## config.mk

```make
export PLATFORM = sky130hd
export DESIGN_NAME = smm_ctrl
export DESIGN_NICKNAME = d
export VERILOG_FILES = /design/src/smm_pkg.sv /design/src/smm_ctrl.sv
export SDC_FILE = /design/constraint.sdc
export NUM_CORES = 1
export LEC_CHECK = 0
export BUFFER_PORTS_ARGS = -buffer_cell sky130_fd_sc_hd__buf_2
export CAP_MARGIN = 20
export CORE_AREA = 2 2 39 41
export DETAILED_ROUTE_END_ITERATION = 8
export DIE_AREA = 0 0 41 43
export GPL_TIMING_DRIVEN = 0
export HOLD_SLACK_MARGIN = 0.15
export PLACE_DENSITY = 0.45
export SYNTH_ARGS = -nofsm -noshare
export SYNTH_HDL_FRONTEND = slang
export SYNTH_SLANG_ARGS = --single-unit
```

## constraint.sdc

```tcl
create_clock -name clk_i -period 0.95 [get_ports clk_i]
set_input_delay 0 -clock clk_i [delete_from_list [all_inputs] [get_ports clk_i]]
set_output_delay 0 -clock clk_i [all_outputs]
set_load 0.05 [all_outputs]
```

## src/smm_pkg.sv

```systemverilog
package smm_pkg;

  localparam int DEF_SEGMENTS  = 64;
  localparam int DEF_SEG_WORDS = 256;

  typedef enum logic [1:0] {
    ACT_LOAD  = 2'd0,
    ACT_STORE = 2'd1,
    ACT_MAP   = 2'd2,
    ACT_UNMAP = 2'd3
  } action_e;

  typedef enum logic [2:0] {
    ST_OK         = 3'd0,
    ST_BAD_SEG    = 3'd1,
    ST_BAD_OFFSET = 3'd2,
    ST_NO_ID      = 3'd3,
    ST_TOO_LONG   = 3'd4
  } status_e;

  typedef struct packed {
    logic capture;
    logic eval;
    logic fill;
    logic out_load;
  } ctrl_cmd_t;

  typedef struct packed {
    logic need_fill;
    logic fill_last;
  } dp_status_t;

endpackage

```

## src/smm_ctrl.sv

```systemverilog
module smm_ctrl (
  input  logic               clk_i,
  input  logic               rst_ni,
  input  logic               in_valid_i,
  output logic               in_stall_o,
  output logic               out_valid_o,
  input  logic               out_stall_i,
  output smm_pkg::ctrl_cmd_t cmd_o,
  input  smm_pkg::dp_status_t sts_i
);
  import smm_pkg::*;

  typedef enum logic [2:0] {
    S_IDLE,
    S_LOOK,
    S_EVAL,
    S_FILL,
    S_DONE
  } state_e;

  state_e state_q;
  logic   out_valid_q;
  logic   out_free;

  assign out_free    = !out_valid_q || !out_stall_i;
  assign in_stall_o  = (state_q != S_IDLE);
  assign out_valid_o = out_valid_q;

  always_comb begin
    cmd_o          = '0;
    cmd_o.capture  = (state_q == S_IDLE) && in_valid_i;
    cmd_o.eval     = (state_q == S_EVAL);
    cmd_o.fill     = (state_q == S_FILL);
    cmd_o.out_load = (state_q == S_DONE) && out_free;
  end

  always_ff @(posedge clk_i or negedge rst_ni) begin
    if (!rst_ni) begin
      state_q     <= S_IDLE;
      out_valid_q <= 1'b0;
    end else begin
      if (out_valid_q && !out_stall_i && (state_q != S_DONE)) begin
        out_valid_q <= 1'b0;
      end
      case (state_q)
        S_IDLE: begin
          if (in_valid_i) begin
            state_q <= S_LOOK;
          end
        end
        S_LOOK: begin
          state_q <= S_EVAL;
        end
        S_EVAL: begin
          state_q <= sts_i.need_fill ? S_FILL : S_DONE;
        end
        S_FILL: begin
          if (sts_i.fill_last) begin
            state_q <= S_DONE;
          end
        end
        S_DONE: begin
          if (out_free) begin
            out_valid_q <= 1'b1;
            state_q     <= S_IDLE;
          end
        end
        default: begin
          state_q <= S_IDLE;
        end
      endcase
    end
  end

  assert property (@(posedge clk_i) disable iff (!rst_ni)
    $rose(out_valid_q) |-> $past(state_q == S_DONE))
    else $error("Result became valid outside the hand-off state.");

  assert property (@(posedge clk_i) disable iff (!rst_ni)
    (state_q == S_FILL) |-> ($past(state_q == S_EVAL) || $past(state_q == S_FILL)))
    else $error("Zero fill entered without a preceding evaluation.");

endmodule

```

[After elaboration in Yosys (flattened, before gate mapping)]
Cells that the tools add are included.
W data, S select, Z words.
Operators by class
  equality and inequality tests: 8
  muxes and demuxes: 8
  reduce and logical (&&, ||, !) cells: 10
Operators with widths (count)
  $pmux W3 S5: 1
  $mux W3: 4
  $eq A3 B2 Y1 const B: 2
  $logic_and A1 B1 Y1: 4
  $ne A2 B2 Y1 const B: 2
  $eq A3 B1 Y1 const B: 1
  $eq A3 B3 Y1 const B: 1
  $logic_not A3 Y1: 1
  $mux W1: 3
  $ne A3 B3 Y1 const B: 1
  $reduce_and A3 Y1: 1
  $reduce_bool A3 Y1: 1
  $logic_not A1 Y1: 2
  $ne A2 B1 Y1 const B: 1
  $logic_or A1 B1 Y1: 1
Word-level totals
  register bits: 4
  input bits: 6
  output and inout bits: 6
  logic and storage cells: 28

[Depth between registers and ports, before layout]
Gate-level depths: netlist of the first run.
  depth in word-level cells: 6
  depth in mapped cells: 4
  gate-level depth less buffers: 3

[Worst setup path before layout of the first run]
No wires, ideal clock.
  kind: reg-to-output
  start: register state_q[0]
  end: output cmd_o[0] in the netlist's numbering
  arrival: 1.425 ns
  data required time: 0.950 ns
  slack: -0.475 ns
  stages on the path, launching flop included: 5
  buffers on the path: 1
  cell sequence: dfrtp_1 buf_6 nor2_1 nand2_1 a21oi_1
RTL lines
  start: declaration: line smm_ctrl.sv:21  | state_e state_q;
  start signal: assignment: line smm_ctrl.sv:55  | state_q <= sts_i.need_fill ? S_FILL : S_DONE;
  end: declaration: line smm_ctrl.sv:8  | output smm_pkg::ctrl_cmd_t cmd_o,

==> results.ini, run 1 <==
[status]
violations = setup timing
status = complete, but fails checks

[floorplan]
die_h_um = 43
io_pins = 12
die_w_um = 41
core_region_area_sq_mm = 0.00138
dieArea_sq_mm = 0.00176
start_util_pct = 16.7
rows = 14

[global_routing]
grt-ovfl-total = 0
track_usage_pct = 9.78
antenna_found_initial = 0
grt_pass1_wl_mm = 1.09
grt_max_degree = 9
grt_pass1_vias = 269

[timing]
fin_crit_sh_pct = 140
slew_headroom_pct = 83.8
hold_violations = 0
rsz0062_at_grt = true
post-route-min-period_ns = 1.33
setup_ws_ns = -0.381
fin_skew_ns = 0.00402
setup_viol = 9
setup_tns_ns = -1.98
worst_pin_slew_ns = 0.243
fmax_mhz = 751
slew_viol_final = 0

[logic_synthesis]
postSynthCellCount = 26
ys_warn_count = 0
ys_types = 13
avgSynthCellArea_sq_um = 8.90
syn_area_sq_um = 231
ys_ff_latch = 4
synth_seq_area_share_pct = 43.2
syn_nets = 32

[critical_path]
crit_chain = or3_4 -> nor2_4 -> buf_8
cpMaxStageDelayCell = or3_4
reg2reg_depth = 6
cp-end-kind = output port
crit_family = simple AND/OR/NAND/NOR gates
cp_slowest_stage_delay_ns = 0.43
startpoint_type = flop
rrSetupSlack_ns = -0.19
arrival_ns = 1.33
crit_type = flop to output port
timing.rr.start = state_q[0]
worstPathRequired_ns = 0.95
cp_num_buf_inv = 1
crit_fanout = 4
rr_endpoint = state_q[2]

[detailed_routing]
via_per_inst = 4.14
drt-total-wl_um = 673
dr_total_vias = 286
drtPass1Iterations = 4
wl_per_cell_um = 9.75
antenna_left = 0
drt-initial-drc-count = 5
drc_errors = 0

[clocking]
clockBufferDepth = 2
cts_tree = built
clk_latency_ns = 0.24
root_buffer = clkbuf_4
cts_sinks = 4
cts_buffers = 3
ctsHtreeMaxLevel = 1
clkTransAtPathRegs_ns = 0.04

[layout]
diodes = 0
num-fill-cells = 140
fin_util_pct = 38.7
layout-drive-gt1-share_pct = 62.3
fin_area_sq_um = 536
area_growth_pct = 131
layout.nets = 60

[pwr]
peakVddDrop_v = 0.00188
swShare_pct = 47.4
netSwitchingPower_mw = 0.997
pwr-share-comb_pct = 71.0
total_power_mw = 2.10
p_int_mw = 1.11
clkPwrFrac_pct = 11.3
seq_power_share_pct = 17.7
power_density_mw_per_mm2 = 3930
p_leak_nw = 0.247

[min_path]
holdPathStages = 4
min-delay-start = in_valid_i
hold_end = state_q[0]
hp-class = input port to flop

[placed_design]
io_buffers = 11
gp_congestion = 0.681
dp_slack_ns = -0.247
hpwl_um = 374
placed_area_sq_um = 319

[flow_run]
drv_cap = 0

==> worst max path at each step <==
stage	cells past startpoint	slack [ns]	to	startpoint
2_1_floorplan	3	-0.29	cmd_o[3]	state_q[0]
3_3_place_gp	4	-0.24	cmd_o[3]	state_q[0]
3_5_place_dp	4	-0.25	cmd_o[3]	state_q[0]
4_1_cts	4	-0.41	cmd_o[3]	state_q[0]
5_1_grt	3	-0.43	cmd_o[3]	state_q[2]
6_report	3	-0.38	cmd_o[3]	state_q[2]
==> synth_stat cells <==
| cell type | number | area, sq um |
|---|---|---|
| dfrtp_1 | 4 | 100 |
| nand2_1 | 4 | 15.0 |
| nor2_1 | 4 | 15.0 |
| a21oi_1 | 3 | 15.0 |
| inv_1 | 2 | 7.51 |
| nand2b_1 | 2 | 12.5 |
| a211oi_2 | 1 | 12.5 |
| a311oi_1 | 1 | 8.76 |
| buf_6 | 1 | 11.3 |
| nor2_2 | 1 | 6.26 |
| o211a_1 | 1 | 10.0 |
| o22ai_1 | 1 | 6.26 |
| or3_4 | 1 | 11.3 |
==> power by group through the flow <==
stage	logic (mW)	clock network (mW)	registers, mW
final	1.49	0.237	0.372
after global routing	1.59	0.263	0.394
after CTS	1.35	0.250	0.351
after detailed placement	0.942	0	0.347
after global placement	0.942	0	0.350
after floorplan	0.714	0	0.399
==> worst min-delay path, stage by stage <==
cell	delay, ns
buf_2	0.09
inv_1	0.10
o211a_1	0.16
a211oi_2	0.04
==> registers in the layout, indices dropped and copies added (netlist names) <==
name         flops
out_valid_o      1
state_q          3
==> layer usage <==
layer	share of wire, %	GRT usage [%]	wire, um	vias up
met1	37	12.1	248	132
met3	7.6	6.28	51	0
met5	0	0	0	-
met4	0	4.00	0	0
met2	55	13.1	373	11
li1	-	-	-	143
==> cell type report <==
cell class	count	area (sq um)	area share, %
multi-input cells	19	160	29.9
clock buffers	4	26.3	4.91
flip-flops and latches	4	103	19.2
repair buffers	24	219	40.9
well taps	16	20.0	3.74
inverters	2	7.51	1.40
==> timing repair <==
action                     CTS  global route
resized for setup           18             7
pin swaps                    2             3
hold buffers                 5             0
setup endpoints to repair    7             9
hold endpoints to repair     8             0
buffers inserted             5             3
==> cells by family after synthesis <==
logic type             count (synthesis)  share of synthesized area (%)
flip-flops                             4                           43.2
buffers and inverters                  3                           8.11
AO/OA/AOI/OAI                          7                           22.7
AND/OR/NAND/NOR                       12                           25.9
==> cell usage in the layout (no fill, tap or decap), types with 2 or more instances in the layout <==
cell / n
a21oi_1: 2
buf_2: 6
buf_4: 4
buf_6: 7
buf_8: 2
clkbuf_4: 3
dfrtp_1: 2
dfrtp_2: 2
dlygate4sd3_1: 5
inv_1: 2
nand2_1: 3
nor2_1: 2
nor2_4: 3
==> metrics by stage <==
stage	instances	hold WS [ns]
after floorplan	26	-0.296
after global placement	53	-0.192
after detailed placement	53	-0.192
after CTS	67	0.200
after global routing	69	0.222
final	69	0.201
Power figures use the tool's default switching activity.
==> inputs of run 2 (changes only) <==
--- a/config.mk
+++ b/config.mk
@@ -5,14 +5,14 @@
 export SDC_FILE = /design/constraint.sdc
 export NUM_CORES = 1
 export LEC_CHECK = 0
-export BUFFER_PORTS_ARGS = -buffer_cell sky130_fd_sc_hd__buf_2
 export CAP_MARGIN = 20
 export CORE_AREA = 2 2 39 41
 export DETAILED_ROUTE_END_ITERATION = 8
 export DIE_AREA = 0 0 41 43
+export DONT_BUFFER_PORTS = 1
 export GPL_TIMING_DRIVEN = 0
 export HOLD_SLACK_MARGIN = 0.15
-export PLACE_DENSITY = 0.45
+export PLACE_DENSITY = 0.37
 export SYNTH_ARGS = -nofsm -noshare
 export SYNTH_HDL_FRONTEND = slang
 export SYNTH_SLANG_ARGS = --single-unit
==> run 2 against run 1 <==
Fmax is 10% lower. The flow still finishes with violations (setup timing). Worst hold slack gained 0.30 ns. Critical path type unchanged. Total power shrank 1.4%. Core utilization fell by 2.3 points. Setup slack worse by 0.15 ns. Largest cell class is now multi-input gates. Final area down 5.8%. Sequential power up 16%. Non-clock buffer count fell by 6. Highest routed layer is now met4. Final cell count shrank 8.7%.
==> results.ini, run 2 (synthesis gave the netlist of run 1 again) <==
[layout]
regMostFlops = state_q
final_common_cell = buf_4
fin_area_sq_um = 504
mostFrequentLayoutCells = buf_4 (8), dlygate4sd3_1 (6), nor2_4 (4), buf_6 (4)
regArea_sq_um = 104
area_growth_pct = 118
diodes = 0
layout.nets = 54
fin_util_pct = 36.4
num-fill-cells = 142
largest_reg_flops = 3
multi_input_area_sq_um = 179
layout-drive-gt1-share_pct = 66.0

[floorplan]
die_w_um = 41
io_pins = 12
start_util_pct = 16.7
die_h_um = 43
dieArea_sq_mm = 0.00176
rows = 14
core_region_area_sq_mm = 0.00138

[pwr]
seq_power_share_pct = 20.9
swShare_pct = 50.1
total_power_mw = 2.07
pwr-share-comb_pct = 67.4
p_int_mw = 1.03
netSwitchingPower_mw = 1.04
clkPwrFrac_pct = 11.6
peakVddDrop_v = 0.00154
power_density_mw_per_mm2 = 4110
p_leak_nw = 0.224

[global_routing]
track_usage_pct = 9.88
grt_max_degree = 9
grt_pass1_vias = 250
grt_pass1_wl_mm = 1.07
grt-ovfl-total = 0
antenna_found_initial = 0

[clocking]
cts_buffers = 3
clkTransAtPathRegs_ns = 0.04
root_buffer = clkbuf_4
cts_sinks = 4
ctsHtreeMaxLevel = 1
clockBufferDepth = 2
cts_tree = built
clk_latency_ns = 0.24

[min_path]
hp-class = input port to flop

[critical_path]
cp-end-kind = output port
startpoint_type = flop
crit_type = flop to output port
arrival_ns = 1.48
crit_fanout = 7
worstPathRequired_ns = 0.95

[timing]
slew_headroom_pct = 75.0
holdWs_ns = 0.501
setup_ws_ns = -0.528
fmax_mhz = 676
worst_pin_slew_ns = 0.374
fin_crit_sh_pct = 156
post-route-min-period_ns = 1.48
fin_skew_ns = 0.00672
slew_viol_final = 0
setup_viol = 9
rsz0062_at_grt = true
hold_violations = 0

[detailed_routing]
drt-initial-drc-count = 4
via_per_inst = 4.14
antenna_left = 0
drc_errors = 0
drtPass1Iterations = 3
drt-total-wl_um = 692
dr_total_vias = 261
wl_per_cell_um = 11.0

[placed_design]
io_buffers = 0
hpwl_um = 368
gp_congestion = 0.694
placed_area_sq_um = 264

[flow_run]
drv_cap = 0

[status]
status = complete, but fails checks
violations = setup timing

==> run 2: changes by cell type in the layout (fill, tap and decap cells not counted), moves of 2 or more <==
| cell | change |
|---|---|
| buf_2 | -6 |
| buf_4 | +4 |
| buf_6 | -3 |
| buf_8 | -2 |
| nor2_1 | -2 |
==> run 2: path summary, 6_finish.rpt <==
check / start / to / slack [ns] / depth (start not counted)
worst max-delay path: state_q[1] / cmd_o[3] / -0.53 / 2
worst min-delay path: sts_i[0] / state_q[1] / 0.50 / 2
worst max register to register: state_q[1] / state_q[2] / -0.26 / 6
worst min register to register: state_q[2] / state_q[0] / 0.58 / 2
max in group asynchronous: rst_ni / state_q[2] / 0.19 / 2
min in group asynchronous: rst_ni / state_q[0] / 0.57 / 2
==> run 2: layer usage <==
metal | GRT usage (%) | vias up | routed length (um)
met5 | 0 | - | 0
met4 | 6.00 | 0 | 5
met3 | 7.85 | 2 | 27
met2 | 11.6 | 5 | 388
met1 | 12.1 | 123 | 271
li1 | - | 131 | -
==> run 2: power by group through the flow <==
stage	clock, mW	sequential, mW	combinational (mW)
floorplan	0	0.399	0.714
global placement	0	0.418	0.767
detailed placement	0	0.416	0.763
CTS	0.257	0.446	1.06
global route	0.268	0.447	1.48
finish	0.241	0.433	1.40
==> run 2: cell type report <==
type | instances | area share (%)
sequential | 4 | 20.6
clock buffer | 4 | 5.21
tap | 16 | 3.97
multi-input combinational | 19 | 35.5
timing repair buffer | 18 | 32.8
inverter | 2 | 1.99
==> run 2: metrics by stage <==
step                      setup TNS (ns)  setup slack [ns]  std cells
final                              -2.12            -0.528         63
after global routing               -2.62            -0.573         63
after CTS                          -2.35            -0.562         55
after detailed placement           -1.03            -0.359         42
after global placement             -1.05            -0.362         42
after floorplan                   -0.815            -0.293         26
==> run 2: repair_timing <==
| item | CTS | global route |
|---|---|---|
| pin swaps | 5 | 5 |
| cloned | 0 | 0 |
| setup buffers | 3 | 9 |
| setup endpoints to repair | 7 | 9 |
| hold endpoints to repair | 9 | 0 |
| gates resized for setup | 15 | 6 |
| hold buffers | 6 | 0 |
==> run 2: worst max-delay path, cell delays in order (launching register included) <==
cell     delay [ns]
dfrtp_2        0.43
or3_4          0.48
nor2_4         0.32
